--- src/hdl/sabs_pkg.sv ---
package sabs_pkg;

   localparam int AddrWidth = 64;
   localparam int DataWidth = 64;

   // funct3 low bits select the access size
   localparam logic [1:0] SIZE_CODE_MASK = 2'h3;

   localparam logic CMD_LOAD  = 1'b0;
   localparam logic CMD_STORE = 1'b1;

   localparam logic [1:0] CLASS_LOAD  = 2'd1;
   localparam logic [1:0] CLASS_STORE = 2'd2;

   // csr word index (byte address bit 2)
   localparam logic REG_BOUNDARY = 1'b0;
   localparam logic REG_MISALIGN = 1'b1;

   typedef enum logic [1:0] {
      STATUS_OK         = 2'd0,
      STATUS_BAD_CLASS  = 2'd1,
      STATUS_MISALIGNED = 2'd2
   } status_type;

   typedef enum logic [1:0] {
      ST_IDLE,
      ST_REM,
      ST_SEG
   } back_state_type;

   typedef struct packed {
      logic                   cmd;
      logic [1:0]             inst_class;
      logic [1:0]             width_code;
      logic signed [11:0]     offset_imm;
      logic [AddrWidth-1:0]   base_value;
      logic [DataWidth-1:0]   data_value;
   } req_payload_type;

   typedef struct packed {
      status_type             status;
      logic [AddrWidth-1:0]   seg_addr;
      logic [3:0]             seg_size;
      logic [2:0]             byte_lane;
      logic [DataWidth-1:0]   seg_data;
      logic                   last;
   } rsp_payload_type;

   typedef struct packed {
      logic [7:0] boundary_size;
      logic       misalign_trap_enable;
   } cfg_type;

   // classified access as it travels from front to back
   typedef struct packed {
      status_type             status;
      logic                   cmd;
      logic [3:0]             size;
      logic [AddrWidth-1:0]   addr;
      logic [DataWidth-1:0]   data;
   } op_type;

   function automatic logic [DataWidth-1:0] byte_mask(input logic [3:0] nbytes);
      logic [DataWidth-1:0] m;
      m = '0;
      for (int i = 0; i < DataWidth / 8; i++) begin
         m[8*i +: 8] = (4'(i) < nbytes) ? 8'hFF : 8'h00;
      end
      return m;
   endfunction

endpackage

--- src/hdl/sabs_front.sv ---
module sabs_front (
   input  sabs_pkg::req_payload_type req,
   input  sabs_pkg::cfg_type         cfg,
   output sabs_pkg::op_type          op
);
   import sabs_pkg::*;

   logic [1:0]           wcode;
   logic [AddrWidth-1:0] addr;
   logic [3:0]           size;
   logic [2:0]           low_mask;
   logic                 class_ok;
   logic                 misaligned;

   always_comb begin
      wcode    = req.width_code & SIZE_CODE_MASK;
      addr     = req.base_value + {{(AddrWidth-12){req.offset_imm[11]}}, req.offset_imm};
      size     = 4'd1 << wcode;
      low_mask = 3'(size - 4'd1);
      class_ok = ((req.cmd == CMD_LOAD)  && (req.inst_class == CLASS_LOAD)) ||
                 ((req.cmd == CMD_STORE) && (req.inst_class == CLASS_STORE));
      misaligned = cfg.misalign_trap_enable && ((addr[2:0] & low_mask) != 3'd0);

      op.cmd  = req.cmd;
      op.size = size;
      op.addr = addr;
      op.data = req.data_value;
      priority if (!class_ok) begin
         op.status = STATUS_BAD_CLASS;
      end else if (misaligned) begin
         op.status = STATUS_MISALIGNED;
      end else begin
         op.status = STATUS_OK;
      end
   end

endmodule

--- src/hdl/sabs_queue.sv ---
module sabs_queue (
   input  logic              clock,
   input  logic              reset,
   input  logic              push,
   input  sabs_pkg::op_type  push_op,
   output logic              full,
   input  logic              pop,
   output sabs_pkg::op_type  pop_op,
   output logic              empty
);
   import sabs_pkg::*;

   op_type     slot_ff [2];
   logic       wr_ptr_ff, wr_ptr_in;
   logic       rd_ptr_ff, rd_ptr_in;
   logic [1:0] count_ff,  count_in;

   assign full   = (count_ff == 2'd2);
   assign empty  = (count_ff == 2'd0);
   assign pop_op = slot_ff[rd_ptr_ff];

   always_comb begin
      wr_ptr_in = wr_ptr_ff ^ push;
      rd_ptr_in = rd_ptr_ff ^ pop;
      count_in  = count_ff + 2'(push) - 2'(pop);
   end

   always_ff @(posedge clock) begin
      if (reset) begin
         wr_ptr_ff <= 1'b0;
         rd_ptr_ff <= 1'b0;
         count_ff  <= 2'd0;
      end else begin
         wr_ptr_ff <= wr_ptr_in;
         rd_ptr_ff <= rd_ptr_in;
         count_ff  <= count_in;
      end
   end

   always_ff @(posedge clock) begin
      if (push) begin
         slot_ff[wr_ptr_ff] <= push_op;
      end
   end

   a_count_range: assert property (@(posedge clock) disable iff (reset)
      count_ff != 2'd3)
      else $error("queue count out of range");

   a_no_pop_empty: assert property (@(posedge clock) disable iff (reset)
      empty |-> !pop)
      else $error("pop from empty queue");

endmodule

--- src/hdl/sabs_back.sv ---
module sabs_back (
   input  logic                      clock,
   input  logic                      reset,
   input  sabs_pkg::cfg_type         cfg,
   input  sabs_pkg::op_type          q_op,
   input  logic                      q_empty,
   output logic                      q_pop,
   output logic                      rsp_valid,
   input  logic                      rsp_stall,
   output sabs_pkg::rsp_payload_type rsp_payload
);
   import sabs_pkg::*;

   back_state_type       state_ff, state_in;
   op_type               op_ff, op_in;
   logic [7:0]           rem_ff, rem_in;
   logic [2:0]           chunk_ff, chunk_in;
   logic [AddrWidth-1:0] cur_ff, cur_in;
   logic [3:0]           remaining_ff, remaining_in;
   logic [2:0]           offset_ff, offset_in;
   logic                 rsp_valid_ff, rsp_valid_in;
   rsp_payload_type      rsp_ff, rsp_in;

   logic                 out_free;
   logic [7:0]           room;
   logic [AddrWidth-1:0] inv_cur;
   logic                 wrap;
   logic [7:0]           room_eff;
   logic [3:0]           seg;
   logic [3:0]           left;
   logic [7:0]           chunk_byte;
   logic [7:0]           rem_step;
   logic [8:0]           trial;
   logic [7:0]           rem_sum;

   assign rsp_valid   = rsp_valid_ff;
   assign rsp_payload = rsp_ff;
   assign out_free    = !rsp_valid_ff || !rsp_stall;

   // segment sizing against the boundary and the top of the address space
   always_comb begin
      room     = cfg.boundary_size - rem_ff;
      inv_cur  = ~cur_ff;
      wrap     = (inv_cur[AddrWidth-1:8] == '0) && (inv_cur[7:0] < (room - 8'd1));
      room_eff = wrap ? (inv_cur[7:0] + 8'd1) : room;
      if (cfg.boundary_size == 8'd0) begin
         seg = remaining_ff;
      end else if (room_eff < {4'd0, remaining_ff}) begin
         seg = room_eff[3:0];
      end else begin
         seg = remaining_ff;
      end
      left    = remaining_ff - seg;
      rem_sum = rem_ff + {4'd0, seg};
   end

   // eight bits of the address folded into the remainder per cycle
   always_comb begin
      chunk_byte = op_ff.addr[{~chunk_ff, 3'b000} +: 8];
      rem_step   = rem_ff;
      for (int i = 7; i >= 0; i--) begin
         trial = {rem_step, chunk_byte[i]};
         if (trial >= {1'b0, cfg.boundary_size}) begin
            trial = trial - {1'b0, cfg.boundary_size};
         end
         rem_step = trial[7:0];
      end
   end

   always_comb begin
      state_in     = state_ff;
      op_in        = op_ff;
      rem_in       = rem_ff;
      chunk_in     = chunk_ff;
      cur_in       = cur_ff;
      remaining_in = remaining_ff;
      offset_in    = offset_ff;
      rsp_valid_in = rsp_valid_ff && rsp_stall;
      rsp_in       = rsp_ff;
      q_pop        = 1'b0;

      unique case (state_ff)
         ST_IDLE: begin
            if (!q_empty) begin
               q_pop        = 1'b1;
               op_in        = q_op;
               cur_in       = q_op.addr;
               remaining_in = q_op.size;
               offset_in    = 3'd0;
               rem_in       = 8'd0;
               chunk_in     = 3'd0;
               if ((q_op.status == STATUS_OK) && (cfg.boundary_size != 8'd0)) begin
                  state_in = ST_REM;
               end else begin
                  state_in = ST_SEG;
               end
            end
         end
         ST_REM: begin
            rem_in   = rem_step;
            chunk_in = chunk_ff + 3'd1;
            if (chunk_ff == 3'd7) begin
               state_in = ST_SEG;
            end
         end
         ST_SEG: begin
            if (out_free) begin
               rsp_valid_in = 1'b1;
               if (op_ff.status != STATUS_OK) begin
                  rsp_in.status     = op_ff.status;
                  rsp_in.seg_addr   = '0;
                  rsp_in.seg_size   = 4'd0;
                  rsp_in.byte_lane  = 3'd0;
                  rsp_in.seg_data   = '0;
                  rsp_in.last       = 1'b1;
                  state_in          = ST_IDLE;
               end else begin
                  rsp_in.status     = STATUS_OK;
                  rsp_in.seg_addr   = cur_ff;
                  rsp_in.seg_size   = seg;
                  rsp_in.byte_lane  = offset_ff;
                  rsp_in.seg_data   = (op_ff.cmd == CMD_STORE) ?
                     ((op_ff.data >> {offset_ff, 3'b000}) & byte_mask(seg)) : '0;
                  rsp_in.last       = (left == 4'd0);
                  remaining_in      = left;
                  offset_in         = offset_ff + seg[2:0];
                  cur_in            = cur_ff + AddrWidth'(seg);
                  // wrapping to address zero or reaching the boundary restarts the region
                  if ((wrap && ({4'd0, seg} == room_eff)) ||
                      (rem_sum == cfg.boundary_size)) begin
                     rem_in = 8'd0;
                  end else begin
                     rem_in = rem_sum;
                  end
                  if (left == 4'd0) begin
                     state_in = ST_IDLE;
                  end
               end
            end
         end
         default: begin
            state_in = ST_IDLE;
         end
      endcase
   end

   always_ff @(posedge clock) begin
      if (reset) begin
         state_ff     <= ST_IDLE;
         rsp_valid_ff <= 1'b0;
      end else begin
         state_ff     <= state_in;
         rsp_valid_ff <= rsp_valid_in;
      end
   end

   always_ff @(posedge clock) begin
      op_ff        <= op_in;
      rem_ff       <= rem_in;
      chunk_ff     <= chunk_in;
      cur_ff       <= cur_in;
      remaining_ff <= remaining_in;
      offset_ff    <= offset_in;
      rsp_ff       <= rsp_in;
   end

   a_rem_below_boundary: assert property (@(posedge clock) disable iff (reset)
      (state_ff == ST_SEG && op_ff.status == STATUS_OK && cfg.boundary_size != 8'd0)
      |-> (rem_ff < cfg.boundary_size))
      else $error("remainder not below boundary");

   a_error_single_beat: assert property (@(posedge clock) disable iff (reset)
      (rsp_valid_ff && rsp_ff.status != STATUS_OK)
      |-> (rsp_ff.last && rsp_ff.seg_size == 4'd0))
      else $error("error beat is not a single empty last beat");

endmodule

--- src/hdl/scalar_access_boundary_splitter_core.sv ---
// channel   | direction | handshake              | payload
// req       | in        | req_valid / req_stall  | req_payload (req_payload_type)
// rsp       | out       | rsp_valid / rsp_stall  | rsp_payload (rsp_payload_type)
// csr       | in/out    | psel, penable, pready  | 3-bit paddr, 32-bit pwdata/prdata
//
// a beat enters the front, is classified and address-summed in the same cycle and
// lands in a two-deep queue; req_stall rises only when that queue is full
// the back pops one access, then with a nonzero boundary folds the
// address into a remainder, one address byte per cycle
// after that it emits one segment beat per cycle while rsp is not stalled, 1 to 8
// beats; errors and a zero boundary skip the remainder and give a single beat
// a stalled rsp beat holds in the output register while the queue keeps filling
// synchronous active-high reset empties the queue and clears both csr fields
module scalar_access_boundary_splitter_core (
   input  logic                      clock,
   input  logic                      reset,
   input  logic                      req_valid,
   output logic                      req_stall,
   input  sabs_pkg::req_payload_type req_payload,
   output logic                      rsp_valid,
   input  logic                      rsp_stall,
   output sabs_pkg::rsp_payload_type rsp_payload,
   input  logic                      csr_psel,
   input  logic                      csr_penable,
   input  logic                      csr_pwrite,
   input  logic [2:0]                csr_paddr,
   input  logic [31:0]               csr_pwdata,
   output logic [31:0]               csr_prdata,
   output logic                      csr_pready
);
   import sabs_pkg::*;

   // configuration registers
   logic [7:0] boundary_ff, boundary_in;
   logic       misalign_ff, misalign_in;
   logic       csr_write;
   cfg_type    cfg;

   // front to queue to back
   op_type     front_op;
   op_type     q_op;
   logic       q_full;
   logic       q_empty;
   logic       q_pop;
   logic       q_push;

   assign csr_pready = 1'b1;
   assign csr_write  = csr_psel && csr_penable && csr_pwrite && csr_pready;

   assign cfg.boundary_size        = boundary_ff;
   assign cfg.misalign_trap_enable = misalign_ff;

   // word index sits in address bit 2
   always_comb begin
      boundary_in = boundary_ff;
      misalign_in = misalign_ff;
      unique case (csr_paddr[2])
         REG_BOUNDARY: begin
            csr_prdata = {24'd0, boundary_ff};
            if (csr_write) begin
               boundary_in = csr_pwdata[7:0];
            end
         end
         REG_MISALIGN: begin
            csr_prdata = {31'd0, misalign_ff};
            if (csr_write) begin
               misalign_in = csr_pwdata[0];
            end
         end
         default: begin
            csr_prdata = 32'd0;
         end
      endcase
   end

   always_ff @(posedge clock) begin
      if (reset) begin
         boundary_ff <= 8'd0;
         misalign_ff <= 1'b0;
      end else begin
         boundary_ff <= boundary_in;
         misalign_ff <= misalign_in;
      end
   end

   // accept whenever the queue has a free slot
   assign req_stall = q_full;
   assign q_push    = req_valid && !q_full;

   sabs_front u_front (
      .req (req_payload),
      .cfg (cfg),
      .op  (front_op)
   );

   sabs_queue u_queue (
      .clock   (clock),
      .reset   (reset),
      .push    (q_push),
      .push_op (front_op),
      .full    (q_full),
      .pop     (q_pop),
      .pop_op  (q_op),
      .empty   (q_empty)
   );

   sabs_back u_back (
      .clock       (clock),
      .reset       (reset),
      .cfg         (cfg),
      .q_op        (q_op),
      .q_empty     (q_empty),
      .q_pop       (q_pop),
      .rsp_valid   (rsp_valid),
      .rsp_stall   (rsp_stall),
      .rsp_payload (rsp_payload)
   );

endmodule

--- config.mk ---
export PLATFORM = sky130hd
export DESIGN_NAME = scalar_access_boundary_splitter_core
export DESIGN_NICKNAME = d
export VERILOG_FILES = /design/src/hdl/sabs_pkg.sv /design/src/hdl/sabs_front.sv /design/src/hdl/sabs_queue.sv /design/src/hdl/sabs_back.sv /design/src/hdl/scalar_access_boundary_splitter_core.sv
export SDC_FILE = /design/constraint.sdc
export NUM_CORES = 1
export LEC_CHECK = 0
export BUFFER_PORTS_ARGS = -buffer_cell sky130_fd_sc_hd__buf_2
export CAP_MARGIN = 20
export CELL_PAD_IN_SITES_DETAIL_PLACEMENT = 1
export CELL_PAD_IN_SITES_GLOBAL_PLACEMENT = 2
export CORE_ASPECT_RATIO = 1.2
export CORE_MARGIN = 4
export CORE_UTILIZATION = 44
export DETAILED_ROUTE_END_ITERATION = 12
export HOLD_SLACK_MARGIN = 0.05
export PLACE_DENSITY = 0.82
export SLEW_MARGIN = 10
export SYNTH_ARGS = -nofsm -noshare
export SYNTH_HDL_FRONTEND = slang
export SYNTH_HIERARCHICAL = 1
export SYNTH_SLANG_ARGS = --single-unit
export TNS_END_PERCENT = 20
--- constraint.sdc ---
create_clock -name clock -period 39.1 [get_ports clock]
set_input_delay 7.82 -clock clock [delete_from_list [all_inputs] [get_ports clock]]
set_output_delay 7.82 -clock clock [all_outputs]
set_load 0.05 [all_outputs]
## Yosys cells after proc, flatten, opt, wreduce, memory -nomap -nowiden

Memories as Yosys holds them, arrays and structs flattened. A register that Yosys moved wholly into a read port is not among the register bits.
Index checks and enable logic that the tools add are counted.

- Shift operators: 3
- Div/mod/pow operators: 0
- Bitwise logic cells: 10
- Order comparisons: 18
- $mul: 0
- Add/subtract/negate cells: 20
- Reductions and logical operators: 37
- Mux-type cells: 54
- Equality and inequality tests: 13

Operator list:

| kind | number |
|---|---|
| two-way mux 64 bit | 3 |
| two-way mux 8 bit | 21 |
| one-hot mux 64 bit (2 select lines) | 1 |
| greater-or-equal comparator 9 x 8 -> 1 bit | 8 |
| subtractor 8 bit | 9 |
| adder 64 x 4 -> 64 bit | 1 |
| adder 64 bit | 1 |
| AND 64 bit | 1 |
| NOT 64 bit | 1 |
| one-hot mux 32 bit (2 select lines) | 1 |
| indexed part select 64 x 7 -> 8 bit | 1 |
| right shift 64 x 6 -> 64 bit | 1 |
| zero test 56 bit | 1 |
| one-hot mux 8 bit (3 select lines) | 1 |
| two-way mux 4 bit | 5 |
| < comparator 3 x 4 -> 1 bit (first input constant) | 4 |
| two-way mux 2 bit | 8 |
| one-hot mux 3 bit (2 select lines) | 2 |
| AND reduction 4 bit | 3 |
| logical AND 1 bit | 10 |
| AND reduction 2 bit | 5 |
| two-way mux 3 bit | 3 |
| adder 8 x 1 -> 8 bit (second input constant) | 1 |
| adder 8 x 4 -> 8 bit | 1 |
| 36 further kinds | 62 |

- Latch bits: 0
- Memory bits (read-only): 0
- Register bits: 367
- Word-level logic and storage cells: 178
- Bits of input ports: 187
- Memory bits (writable): 270
- Output and inout port bits: 173
- Memories: 1

Memory list:

| name | words | bits a word | rd ports | clocked after memory_dff | write ports | RTL line | source |
|---|---|---|---|---|---|---|---|
| u_queue.slot_ff | 2 | 135 | 1 | 1 | 1 | sabs_queue.sv:13 | `op_type slot_ff [2];` |

## Logic depth before layout (Yosys ltp)

Gate-level depths: netlist (run 1).

- Depth in word-level cells: 19
- Gate-level depth with buffers: 87
- Mapped depth without buffers: 85

## Cells and area by module

Netlist (run 1), hierarchy kept.

Modules (own cells, without submodules):

| module | area an instance (um2) | cells an instance | sequential area each (um2) | times used |
|---|---|---|---|---|
| sabs_back | 20449.6 | 1746 | 10600.2 | 1 |
| sabs_queue | 10090.9 | 439 | 8187.9 | 1 |
| sabs_front | 4769.6 | 681 | 0.0 | 1 |
| scalar_access_boundary_splitter_core | 693.2 | 76 | 180.2 | 1 |

## Worst setup path after synthesis (run 1)

OpenSTA, ideal clock, no wires.

- Path kind: input to register
- Start: input rsp_stall
- End: register u_back.rsp_ff (netlist bit u_back/rsp_payload[0]) (enable)
- Path buffers: 0
- Data arrival time: 17.749 ns
- Data required time: 38.253 ns
- Path slack: 20.505 ns
- Stages: 1
- Cell sequence: a21boi_0

- Word-level cells in the longest chain between the ends: 3

RTL lines:

| what | RTL line | source |
|---|---|---|
| start: declaration | scalar_access_boundary_splitter_core.sv:21 | `input logic rsp_stall,` |
| zero test 1 bit | sabs_back.sv:38 | `assign out_free = !rsp_valid_ff \|\| !rsp_stall;` |
| logical OR 1 bit | sabs_back.sv:38 |  |
| AND reduction 2 bit (no line) | n/a |  |
| end signal: assignment | sabs_back.sv:164 | `rsp_ff <= rsp_in;` |
| end: declaration | sabs_back.sv:22 | `rsp_payload_type rsp_ff, rsp_in;` |

No other way between the ends.
A chain may end at the register's enable or synchronous reset.

## Final worst setup path (run 1)

- Start: register u_back.chunk_ff[0]
- End: register u_back.rem_ff[0] (data pin)

- Word-level cells in the longest chain between the ends: 19

RTL lines:

| what | RTL line | source |
|---|---|---|
| start: declaration | sabs_back.sv:17 | `logic [2:0] chunk_ff, chunk_in;` |
| start signal: assignment | sabs_back.sv:160 | `chunk_ff <= chunk_in;` |
| NOT 3 bit * | sabs_back.sv:59 | `chunk_byte = op_ff.addr[{~chunk_ff, 3'b000} +: 8];` |
| indexed part select 64 x 7 -> 8 bit * | sabs_back.sv:59 |  |
| subtractor 8 bit or greater-or-equal comparator 9 x 8 -> 1 bit (tied branches) | sabs_back.sv:64, sabs_back.sv:63 |  |
| two-way mux 8 bit | sabs_back.sv:63 | `if (trial >= {1'b0, cfg.boundary_size}) begin` |
| subtractor 8 bit or greater-or-equal comparator 9 x 8 -> 1 bit (tied branches) | sabs_back.sv:64, sabs_back.sv:63 |  |
| two-way mux 8 bit | sabs_back.sv:63 |  |
| subtractor 8 bit or greater-or-equal comparator 9 x 8 -> 1 bit (tied branches) | sabs_back.sv:64, sabs_back.sv:63 |  |
| two-way mux 8 bit | sabs_back.sv:63 |  |
| [... 4 more ...] | n/a |  |
| subtractor 8 bit or greater-or-equal comparator 9 x 8 -> 1 bit (tied branches) | sabs_back.sv:64, sabs_back.sv:63 |  |
| two-way mux 8 bit | sabs_back.sv:63 |  |
| subtractor 8 bit or greater-or-equal comparator 9 x 8 -> 1 bit (tied branches) | sabs_back.sv:64, sabs_back.sv:63 |  |
| two-way mux 8 bit | sabs_back.sv:63 |  |
| greater-or-equal comparator 9 x 8 -> 1 bit | sabs_back.sv:63 |  |
| two-way mux 8 bit * | sabs_back.sv:63 |  |
| one-hot mux 8 bit (3 select lines) * | sabs_back.sv:82 | `unique case (state_ff)` |
| named net u_back.rem_in[0] | sabs_back.sv:16 | `logic [7:0] rem_ff, rem_in;` |
| end signal: assignment | sabs_back.sv:159 | `rem_ff <= rem_in;` |
| end: declaration | sabs_back.sv:16 |  |

The timed path passes the listed nets; every way through them passes the cells marked *.

==> results.md, run 1 <==
* Outcome: finished, final reports clean
* Ys flop type: edfxtp_1
* # Post-CTS Setup Buffers at 0
* Achievable Freq at 46.89 MHz
* Yosys Warn Count at 6
* Kind of critical path: register to register
* Chip width at 269.1 um
* Largest area contributor in the netlist: edfxtp_1
* Worst reg2reg path depth at 84
* Metal3 WL at 3914 um
* Gp weighted congestion at 0.8681
* CP Max Fanout at 18
* Clock Sinks at 637
* Synthesized area per cell at 12.24 um^2
* Die area at 86490 um^2
* Setup TNS at 0 ns
* Worst Max-Slew Pin Slew at 1.121 ns
* P&R area growth vs syn at 11.05%
* Share of layout cells above drive strength 1 at 0.2136
* Register area share after synthesis at 0.5268
* Crit-path most repeated cell: o21ai_0
* Worst Setup Start Kind: register
* Vias post-DR at 24260
* Antenna-violating nets left at 0
* FILL cells at 8410
* Total CTS buffers at 60
* Hold_sp: u_queue/slot_ff[1][132]
* Final slew viol count at 0
* Post-synthesis cell area at 36000 um^2
* Layout Nets at 3532
* Longest Clk Path Bufs at 3
* Asr flop ratio synth at 0
* CP Data Arrival Time at 21.79 ns
* Row count at 114
* FF-to-FF End: u_back/rem_ff[0]
* Worst clock skew at 0.02264 ns
* TritonCTS clock tree: built
* Synth top area cells: edfxtp_1, ha_1, mux2_2
* DR iter-0 viols at 1482
* Drc violations at 0
* Yosys top cell area share at 0.5179
* Clock slew at reported path FFs at 0.07 ns
* Root Driver: clkbuf_16
* Post-Route WL at 105500 um
* Syn Inst Count at 2942
* IO Port Bufs at 308
* Hold EP: u_back/op_ff[132]
* CP Capture Type: register
* I/O Pins at 360
* Worst skew pair latency at 0.64 ns
* Starting Density at 0.4452
* Metal2 WL at 55960 um
* DR WL/cell at 24.74 um
* Total of max-cap violations at 0
* GRT Residual Overflow at 0
* Cell variety after synth at 102
* Largest net degree at the start of global routing at 84
* Uppermost routed layer: met5
* Setup violations, final at 0
* Relative slew margins at 0.2527
* Die Span Y at 321.4 um
* Hold Crit Class: register to register
* Cts hold-fix bufs at 0
* H-tree Lvls at 2
* Core ar. at 80880 um^2
* Crit share post-route at 0.5455
* Initial antenna violation count at 16
* RSZ-0062 raised after global routing: no
* EDFF count, synth at 621
* R2R Setup Slk at 17.77 ns
* DP HPWL at 79380 um
* Yosys reg bits at 637
* Drt via density at 5.688
* Vias in the first global route at 26280
* First-pass GRT wire length at 159800 um
* Pre-antenna DRT Iters at 5
* Total track usage at 0.2378
* Hold Path Depth at 1
* Metal-1 WL at 42210 um
* Slowest cell delay on critical path at 0.66 ns
* Fin. Hold Viols at 0
* Post-CTS resize count at 0
* Crit-path slowest cell: a211oi_1
* Minimum clock period at 21.33 ns
* WP data required at 39.56 ns
* Reg-to-Reg Start: u_back/chunk_ff[0]
## metal layers
layer / GRT usage / up-vias
met5: 0 / -
met4: 0.08020 / 2
met3: 0.02634 / 155
li1: - / 11320
met1: 0.2854 / 12210
met2: 0.4451 / 562
## sequential cells by signal, summed over array words and instances, names as in the netlist
name,count
boundary_ff,8
misalign_ff,1
u_back/chunk_ff,3
u_back/cur_ff,64
u_back/offset_ff,3
u_back/op_ff,131
u_back/rem_ff,8
u_back/remaining_ff,4
u_back/rsp_payload,138
u_back/rsp_valid,1
u_back/state_ff,2
u_queue/count_ff,2
u_queue/rd_ptr_ff,1
u_queue/slot_ff,270
u_queue/wr_ptr_ff,1
## worst max-delay path: cells and delay by family, from the launching register on
family	cells	cell delay (ns)
fa+ha+maj	9	2.53
mux	9	3.98
simple gates	19	3.85
flops	1	0.33
compound gates	40	9.67
buf+inv	7	0.77
## placed cells by master, fill, tap and decap left out, types with 18 or more instances in the layout
master,synthesis,routed
buf_4,95,27
o21a_1,31,31
nand4_1,41,41
nor2_1,238,235
mux2_4,43,43
and2_1,75,75
a21o_1,54,54
o21ai_0,78,78
nand3_1,60,60
mux2i_1,86,86
nor3_1,24,24
nand2_1,147,147
and3_1,22,22
a31oi_1,18,18
nand2b_1,35,35
inv_1,94,94
mux4_2,24,24
nor2b_1,48,48
buf_2,25,308
o21bai_1,23,23
a21oi_1,195,195
xnor2_1,97,97
ha_1,168,165
xor2_1,88,88
mux2_2,141,141
conb_1,2,25
edfxtp_1,621,621
a211oi_1,33,33
clkbuf_16,0,60
## cell usage after synthesis, types with 10 or more instances
cell type and instances:
nor3_1 24, nor2_1 238, o21ai_0 78, buf_1 12
buf_2 25, ha_1 168, o22ai_1 10, a21oi_1 195
nor4_1 10, mux2_4 43, fa_1 14, and4_1 14
xor2_1 88, edfxtp_1 621, a21o_1 54, buf_4 95
clkbuf_1 54, o22a_1 11, nor2b_1 48, a31oi_1 18
mux2_2 141, dfxtp_1 16, nand2_1 147, a211oi_1 33
nand2b_1 35, and2_1 75, o211ai_1 10, and3_1 22
or3_1 12, mux4_2 24, xnor2_1 97, buf_6 11
o21a_1 31, nand3_1 60, mux2i_1 86, inv_1 94
o21bai_1 23, a21boi_0 12, nand4_1 41
## kinds of logic after synthesis
kind of cell,after synthesis,share of synthesized area
and+or+nand+nor,766,0.1071
muxes,294,0.1010
buffers and inverters,294,0.04379
AOI/OAI and AO/OA,581,0.1093
xor gates and xnor gates,186,0.04563
adders and majority gates,182,0.06617
other,2,0.0002086
DFF,637,0.5268
## layout make-up
| type | count | area (um^2) | area share |
|---|---|---|---|
| multi-input combinational | 2034 | 15620 | 0.3906 |
| sequential | 637 | 18970 | 0.4745 |
| clock inverter | 37 | 414.1 | 0.01036 |
| clock buffer | 73 | 1550 | 0.03877 |
| antenna | 9 | 22.52 | 0.0005633 |
| timing repair buffer | 335 | 1744 | 0.04362 |
| tap | 1044 | 1306 | 0.03267 |
| inverter | 95 | 356.6 | 0.008919 |
## worst max-delay path by stage
| stage | slack (ns) | startpoint | depth (start not counted) | endpoint |
|---|---|---|---|---|
| 6_report | 17.77 | u_back/chunk_ff[0] | 84 | u_back/rem_ff[0] |
| 5_1_grt | 16.19 | u_back/chunk_ff[0] | 86 | u_back/rem_ff[2] |
| 4_1_cts | 17.80 | u_back/chunk_ff[0] | 84 | u_back/rem_ff[2] |
| 3_5_place_dp | 17.91 | u_back/chunk_ff[0] | 84 | u_back/rem_ff[2] |
| 3_3_place_gp | 18.36 | u_back/chunk_ff[0] | 84 | u_back/rem_ff[2] |
| 2_1_floorplan | 20.50 | rsp_stall | 1 | u_back/rsp_payload[0] |
## through the flow
stage               area [um^2]  std cells  hold slack [ns]    util  setup slack [ns]
global route              39980       4262           0.5640  0.4943             16.19
CTS                       39960       4255           0.5444  0.4941             17.80
detailed placement        38000       4145           0.5346  0.4698             17.91
finish                    39980       4264           0.5438  0.4944             17.77
floorplan                 36090       2965           0.4570       -             20.50
global placement          38000       4145           0.5280  0.4698             18.36
Power of run 1 is left out: the tool's default activity adds up to more than one toggle a clock period on the data nets, which glitch-free logic cannot reach.
==> run 2, diff against run 1 <==
--- a/config.mk
+++ b/config.mk
@@ -11,10 +11,10 @@
 export CELL_PAD_IN_SITES_GLOBAL_PLACEMENT = 2
 export CORE_ASPECT_RATIO = 1.2
 export CORE_MARGIN = 4
-export CORE_UTILIZATION = 44
+export CORE_UTILIZATION = 41
 export DETAILED_ROUTE_END_ITERATION = 12
 export HOLD_SLACK_MARGIN = 0.05
-export PLACE_DENSITY = 0.82
+export PLACE_DENSITY = 0.77
 export SLEW_MARGIN = 10
 export SYNTH_ARGS = -nofsm -noshare
 export SYNTH_HDL_FRONTEND = slang
==> constraint.sdc (replaced) <==
create_clock -name clock -period 20.8 [get_ports clock]
set_input_delay 4.16 -clock clock [delete_from_list [all_inputs] [get_ports clock]]
set_output_delay 4.16 -clock clock [all_outputs]
set_load 0.05 [all_outputs]
==> run 2 against run 1 <==
- via count fell by 0.41%
- critical path depth increased by 3
- first-iteration DRC count is 0.74% lower
- critical path type unchanged
==> results.md, run 2 (synthesis results as in run 1) <==
* Pre-antenna DRT Iters at 7 (+2)
* Max reg flops at 270 (unchanged)
* Core ar. at 86670 um^2 (+7.2%)
* Share of layout cells above drive strength 1 at 0.2262 (+0.01258)
* DR WL/cell at 24.09 um (-2.6%)
* DP HPWL at 80520 um (+1.4%)
* Outcome: finished, final reports clean
* R2R Setup Slk at 1.20 ns (-16.58 ns)
* Clock Sinks at 637 (unchanged)
* CP Max Fanout at 9 (-9)
* Minimum clock period at 19.60 ns (-1.724 ns)
* P&R area growth vs syn at 12.08%
* Clock slew at reported path FFs at 0.07 ns (about the same)
* Worst Max-Slew Pin Slew at 1.075 ns (-0.04610 ns)
* Initial antenna violation count at 15 (-1)
* DR iter-0 viols at 1471 (-0.74%)
* CP Capture Type: register
* IO Port Bufs at 308 (unchanged)
* GRT Residual Overflow at 0 (unchanged)
* Setup violations, final at 0 (unchanged)
* I/O Pins at 360 (unchanged)
* Root Driver: clkbuf_16
* Hold_sp: u_queue/slot_ff[1][3]
* Crit-path most repeated cell: ha_1
* Slowest cell delay on critical path at 0.54 ns (-0.12 ns)
* Most frequent cells in the layout: edfxtp_1, buf_2, nor2_1, a21oi_1, ha_1
* Relative slew margins at 0.2759 (+0.02316)
* Crit-path slowest cell: mux4_2
* Drt via density at 5.526 (-2.9%)
* Fin. Hold Viols at 0 (unchanged)
* End-of-flow core utilization at 0.4656 (-0.02877)
* Total track usage at 0.2215 (-0.01626)
* Hold Crit Class: register to register
* Worst clock skew at 0.04742 ns (+0.02478 ns)
* Die Span Y at 332.6 um (+3.5%)
* Most common cell after layout, fill and taps aside: edfxtp_1
* Gp weighted congestion at 0.8912 (+2.7%)
* Cts hold-fix bufs at 0 (unchanged)
* Vias in the first global route at 26140 (-0.53%)
* Drc violations at 0 (unchanged)
* Total CTS buffers at 59 (-1.7%)
* Row count at 118 (+3.5%)
* Kind of critical path: register to register
* Antenna-violating nets left at 0 (unchanged)
* Largest Register: u_queue/slot_ff
* Vias post-DR at 24160 (-0.41%)
* Chip width at 278.5 um (+3.5%)
* Die area at 92640 um^2 (+7.1%)
* Hold Path Depth at 1 (unchanged)
* Placed inst area at 38180 um^2 (+0.47%)
* Fin area at 40350 um^2 (+0.92%)
* TritonCTS clock tree: built
* Post-Route WL at 105300 um (-0.15%)
* Crit path from: u_back/chunk_ff[0]
* Layout Nets at 3546 (+0.40%)
* Longest Clk Path Bufs at 3 (unchanged)
* CP Data Arrival Time at 19.95 ns (-1.84 ns)
* First-pass GRT wire length at 159300 um (-0.31%)
* Worst skew pair latency at 0.66 ns (+0.02 ns)
* Achievable Freq at 51.01 MHz (+8.8%)
* Total of max-cap violations at 0 (unchanged)
* Worst Setup Start Kind: register
* Largest net degree at the start of global routing at 90 (+7.1%)
* Reg-to-Reg Start: u_back/chunk_ff[0]
* FF-to-FF End: u_back/rem_ff[6]
* WP data required at 21.14 ns (-18.42 ns)
* H-tree Lvls at 2 (unchanged)
* Starting Density at 0.4154 (-0.02974)
* Worst reg2reg path depth at 87 (+3.6%)
* Crit share post-route at 0.9425 (+0.3970)
* Hold EP: u_back/op_ff[3]
* Final slew viol count at 0 (unchanged)
[run 2: changes by cell type in the layout (fill, tap and decap cells not counted), sizes merged]
cell      before  now
buf          335  349
clkbuf        73   65
clkinv        25   22
clkinvlp       4   15
diode          9    4
inv           96   98
[run 2: how the worst max path moves through the flow]
stage | end | slack [ns] | cells after the start
global placement | u_back/rem_ff[5] | 0.55 | 84
global route | u_back/rem_ff[6] | -0.05 | 89
finish | u_back/rem_ff[6] | 1.20 | 87
floorplan | u_back/rem_ff[0] | 2.92 | 85
CTS | u_back/rem_ff[5] | 0.09 | 84
detailed placement | u_back/rem_ff[5] | 0.23 | 84
[run 2: area by class of cell]
cell class / count / area (um^2)
timing repair buffer: 350 / 1891
clock buffer: 64 / 1495
clock inverter: 47 / 504.2
sequential: 637 / 18970
fill: 9151 / 46310
multi-input combinational: 2034 / 15700
antenna: 4 / 10.01
tap: 1140 / 1426
inverter: 95 / 356.6
[run 2: per-stage QoR]
step	cells	worst slack [ns]	setup TNS [ns]	hold slack, ns
floorplan	2965	2.920	0	0.4570
global placement	4249	0.5505	0	0.5290
detailed placement	4249	0.2264	0	0.5336
CTS	4360	0.09116	0	0.5154
global route	4369	-0.04566	-0.1838	0.5529
finish	4371	1.195	0	0.5217
[run 2: repair_timing]
| action | in CTS | in global routing |
|---|---|---|
| hold endpoints to repair | 0 | 0 |
| endpoints found under the setup margin | 0 | 8 |
| buffers inserted | 0 | 5 |
| gates resized for setup | 0 | 21 |
[run 2: critical path, delay by kind of cell (launching register included)]
family	cells	cell delay, ns
compound gates	41	8.81
buf+inv	10	1.16
mux	9	3.45
simple gates	18	3.05
fa+ha+maj	9	2.42
flops	1	0.40
[run 2: layer usage]
metal	track usage	routed length (um)	up-vias
li1	-	-	11340
met1	0.2699	42800	12090
met2	0.4032	54230	529
met3	0.02575	3902	187
met4	0.08155	4349	6
met5	0	42	-
Power of run 2 is left out for the same reason.
==> run 3, diff against run 2 <==
--- a/config.mk
+++ b/config.mk
@@ -5,16 +5,17 @@
 export SDC_FILE = /design/constraint.sdc
 export NUM_CORES = 1
 export LEC_CHECK = 0
+export ABC_AREA = 1
 export BUFFER_PORTS_ARGS = -buffer_cell sky130_fd_sc_hd__buf_2
 export CAP_MARGIN = 20
 export CELL_PAD_IN_SITES_DETAIL_PLACEMENT = 1
 export CELL_PAD_IN_SITES_GLOBAL_PLACEMENT = 2
 export CORE_ASPECT_RATIO = 1.2
 export CORE_MARGIN = 4
-export CORE_UTILIZATION = 41
+export CORE_UTILIZATION = 38
 export DETAILED_ROUTE_END_ITERATION = 12
 export HOLD_SLACK_MARGIN = 0.05
-export PLACE_DENSITY = 0.77
+export PLACE_DENSITY = 0.82
 export SLEW_MARGIN = 10
 export SYNTH_ARGS = -nofsm -noshare
 export SYNTH_HDL_FRONTEND = slang
==> run 3 against run 2 <==
- synthesized area rose by 8.4%
- non-clock buffer count fell by 19
- sequential share of layout area fell by 3.5 points
- clock skew fell by 0.0064 ns
- design area rose by 8.0%
- final cell count rose by 37%
- wire length rose by 17%
- die area rose by 17%
==> results.md, run 3 <==
* Outcome: finished, final reports clean
* FILL cells at 12000 (+31%)
* Layout Nets at 4945 (+39%)
* CP Capture Type: register
* Hold Crit Class: register to register
* Root Driver: clkbuf_16
* Post-route insts no fill at 6001 (+37%)
* Largest net degree at the start of global routing at 86 (-4.4%)
* Achievable Freq at 57.17 MHz (+12%)
* Clock slew at reported path FFs at 0.06 ns (about the same)
* DR WL/cell at 20.46 um (-15%)
* Placed inst area at 41520 um^2 (+8.8%)
* First-pass GRT wire length at 184500 um (+16%)
* Yosys Warn Count at 6 (unchanged)
* Gp weighted congestion at 0.8720 (-2.2%)
* Final slew viol count at 0 (unchanged)
* Post-synthesis cell area at 39030 um^2 (+8.4%)
* Fin. Hold Viols at 0 (unchanged)
* Worst clock skew at 0.04097 ns (-0.006449 ns)
* Largest area contributor in the netlist: edfxtp_1
* Largest Register: u_queue/slot_ff
* Asr flop ratio synth at 0 (unchanged)
* IO Port Bufs at 308 (unchanged)
* Post-Route WL at 122800 um (+17%)
* Cell variety after synth at 70 (-31%)
* Worst skew pair latency at 0.66 ns (about the same)
* # Post-CTS Setup Buffers at 0 (unchanged)
* Kind of critical path: register to register
* CP Data Arrival Time at 17.89 ns (-2.06 ns)
* Yosys top cell area share at 0.4777 (-0.04021)
* Worst Max-Slew Pin Slew at 1.100 ns (+0.02510 ns)
* RSZ-0062 raised after global routing: no
* Crit share post-route at 0.8409 (-0.1016)
* Setup TNS at 0 ns (unchanged)
* DP HPWL at 97180 um (+21%)
* CP Max Fanout at 35 (+26)
* Die area at 107900 um^2 (+17%)
* Total of max-cap violations at 0 (unchanged)
* Syn Inst Count at 4334 (+47%)
* DP Cell Count at 5879 (+38%)
* Met1 Track Usage GR at 0.2876 (+0.01772)
* H-tree Lvls at 2 (unchanged)
* Vias post-DR at 29990 (+24%)
* Worst Setup Start Kind: register
* Drc violations at 0 (unchanged)
* Commonest cells in the synthesized netlist: nand2_1, edfxtp_1, inv_1, nor2_1, ha_1
* Core ar. at 101700 um^2 (+17%)
* Synth top area cells: edfxtp_1, nand2_1, inv_1
* Total CTS buffers at 60 (+1.7%)
* Ys flop type: edfxtp_1
* Clock Sinks at 637 (unchanged)
* Row count at 128 (+8.5%)
* GRT Residual Overflow at 0 (unchanged)
* Minimum clock period at 17.49 ns (-2.113 ns)
* Setup violations, final at 0 (unchanged)
* I/O Pins at 360 (unchanged)
* Initial antenna violation count at 23 (+8)
* Top-count cell post-synth: nand2_1
* Die Span Y at 359.1 um (+8.0%)
* Vias in the first global route at 31020 (+19%)
* TritonCTS clock tree: built
* Crit-path slowest cell: o21ai_0
* Post-CTS resize count at 0 (unchanged)
* Drt via density at 4.997 (-9.6%)
* Antenna-violating nets left at 0 (unchanged)
* Busiest grt layer: met2
* P&R area growth vs syn at 11.69%
* Relative slew margins at 0.2667 (-0.009163)
* Cts hold-fix bufs at 0 (unchanged)
* Crit-path most repeated cell: nand2_1
* Grt met3 use at 0.02675 (+0.001007)
* Max reg flops at 270 (unchanged)
* Register area share after synthesis at 0.4859 (-0.04090)
* Starting Density at 0.3838 (-0.03161)
* EDFF count, synth at 621 (unchanged)
* Slowest cell delay on critical path at 0.67 ns (+0.13 ns)
* Buf/Inv on CP at 22 (+12)
* Grt met2 use at 0.3894 (-0.01380)
* Total track usage at 0.2227 (+0.001164)
* Fin area at 43600 um^2 (+8.0%)
* Most frequent cells in the layout: nand2_1, edfxtp_1, inv_1, nor2_1, buf_2
* WP data required at 21.20 ns (+0.06 ns)
* DR iter-0 viols at 1725 (+17%)
* Share of layout cells above drive strength 1 at 0.1663 (-0.05995)
* Synthesized area per cell at 9.006 um^2 (-26%)
* Most common cell after layout, fill and taps aside: nand2_1
* Delay-heaviest family, CP: compound AO/OA/AOI/OAI gates
* Longest Clk Path Bufs at 3 (unchanged)
* Pre-antenna DRT Iters at 5 (-2)
* Yosys reg bits at 637 (unchanged)
* Chip width at 300.6 um (+7.9%)
-- run 3: changes by cell type in the layout (fill, tap and decap cells not counted), sizes merged, moves of 74 or more --
cell	delta
and2	-74
nand2	+1063
mux2i	-77
xnor2	-76
nand3	+125
inv	+553
o21ai	+77
nor2	+201
-- run 3: cell families after synthesis --
family | after synthesis | synth area share
AOI/OAI and AO/OA | 407 | 0.06033
xor gates and xnor gates | 149 | 0.03343
adders and majority gates | 182 | 0.06103
buffers and inverters | 827 | 0.09059
DFF | 637 | 0.4859
muxes | 144 | 0.04510
other | 2 | 0.0001924
and+or+nand+nor | 1986 | 0.2234
-- run 3: per-layer routing --
layer	share of wire	vias to the layer above
met5	0.00046	-
met4	0.032	8
met3	0.046	174
met2	0.49	671
met1	0.43	14510
li1	-	14630
-- run 3: metrics by stage --
step / utilization / hold WS [ns] / setup WS (ns)
2_1_floorplan: - / 0.4736 / 6.881
3_3_place_gp: 0.4083 / 0.4355 / 3.592
3_5_place_dp: 0.4083 / 0.4486 / 3.266
4_1_cts: 0.4284 / 0.4642 / 3.199
5_1_grt: 0.4286 / 0.4676 / 1.376
6_report: 0.4287 / 0.4610 / 3.309
-- run 3: path summary, 6_finish.rpt --
check                startpoint                 endpoint  slack, ns  depth (start not counted)
min           u_back/op_ff[134]  u_back/rsp_payload[137]       0.46                          0
min reg2reg   u_back/op_ff[134]  u_back/rsp_payload[137]       0.46                          0
max          u_back/chunk_ff[0]         u_back/rem_ff[0]       3.31                        113
max reg2reg  u_back/chunk_ff[0]         u_back/rem_ff[0]       3.31                        113
-- run 3: worst reg2reg max path, delay by kind of cell (launching register included) --
family	cells	cell delay, ns
AOI/OAI and AO/OA	32	6.18
adders and majority gates	8	2.47
buffers and inverters	22	2.27
DFF	1	0.36
and+or+nand+nor	51	5.98
-- run 3: final cells by class --
type                            count  area [um^2]  share of cell area
Sequential cell                   637        18970              0.4352
Multi-Input combinational cell   2893        16670              0.3825
Inverter                          653         2457             0.05637
Timing Repair Buffer              331         1714             0.03932
Tap cell                         1365         1708             0.03918
Clock buffer                       66         1524             0.03496
Clock inverter                     45        519.2             0.01191
Antenna cell                       11        27.53           0.0006314
Power of run 3 is left out for the same reason.
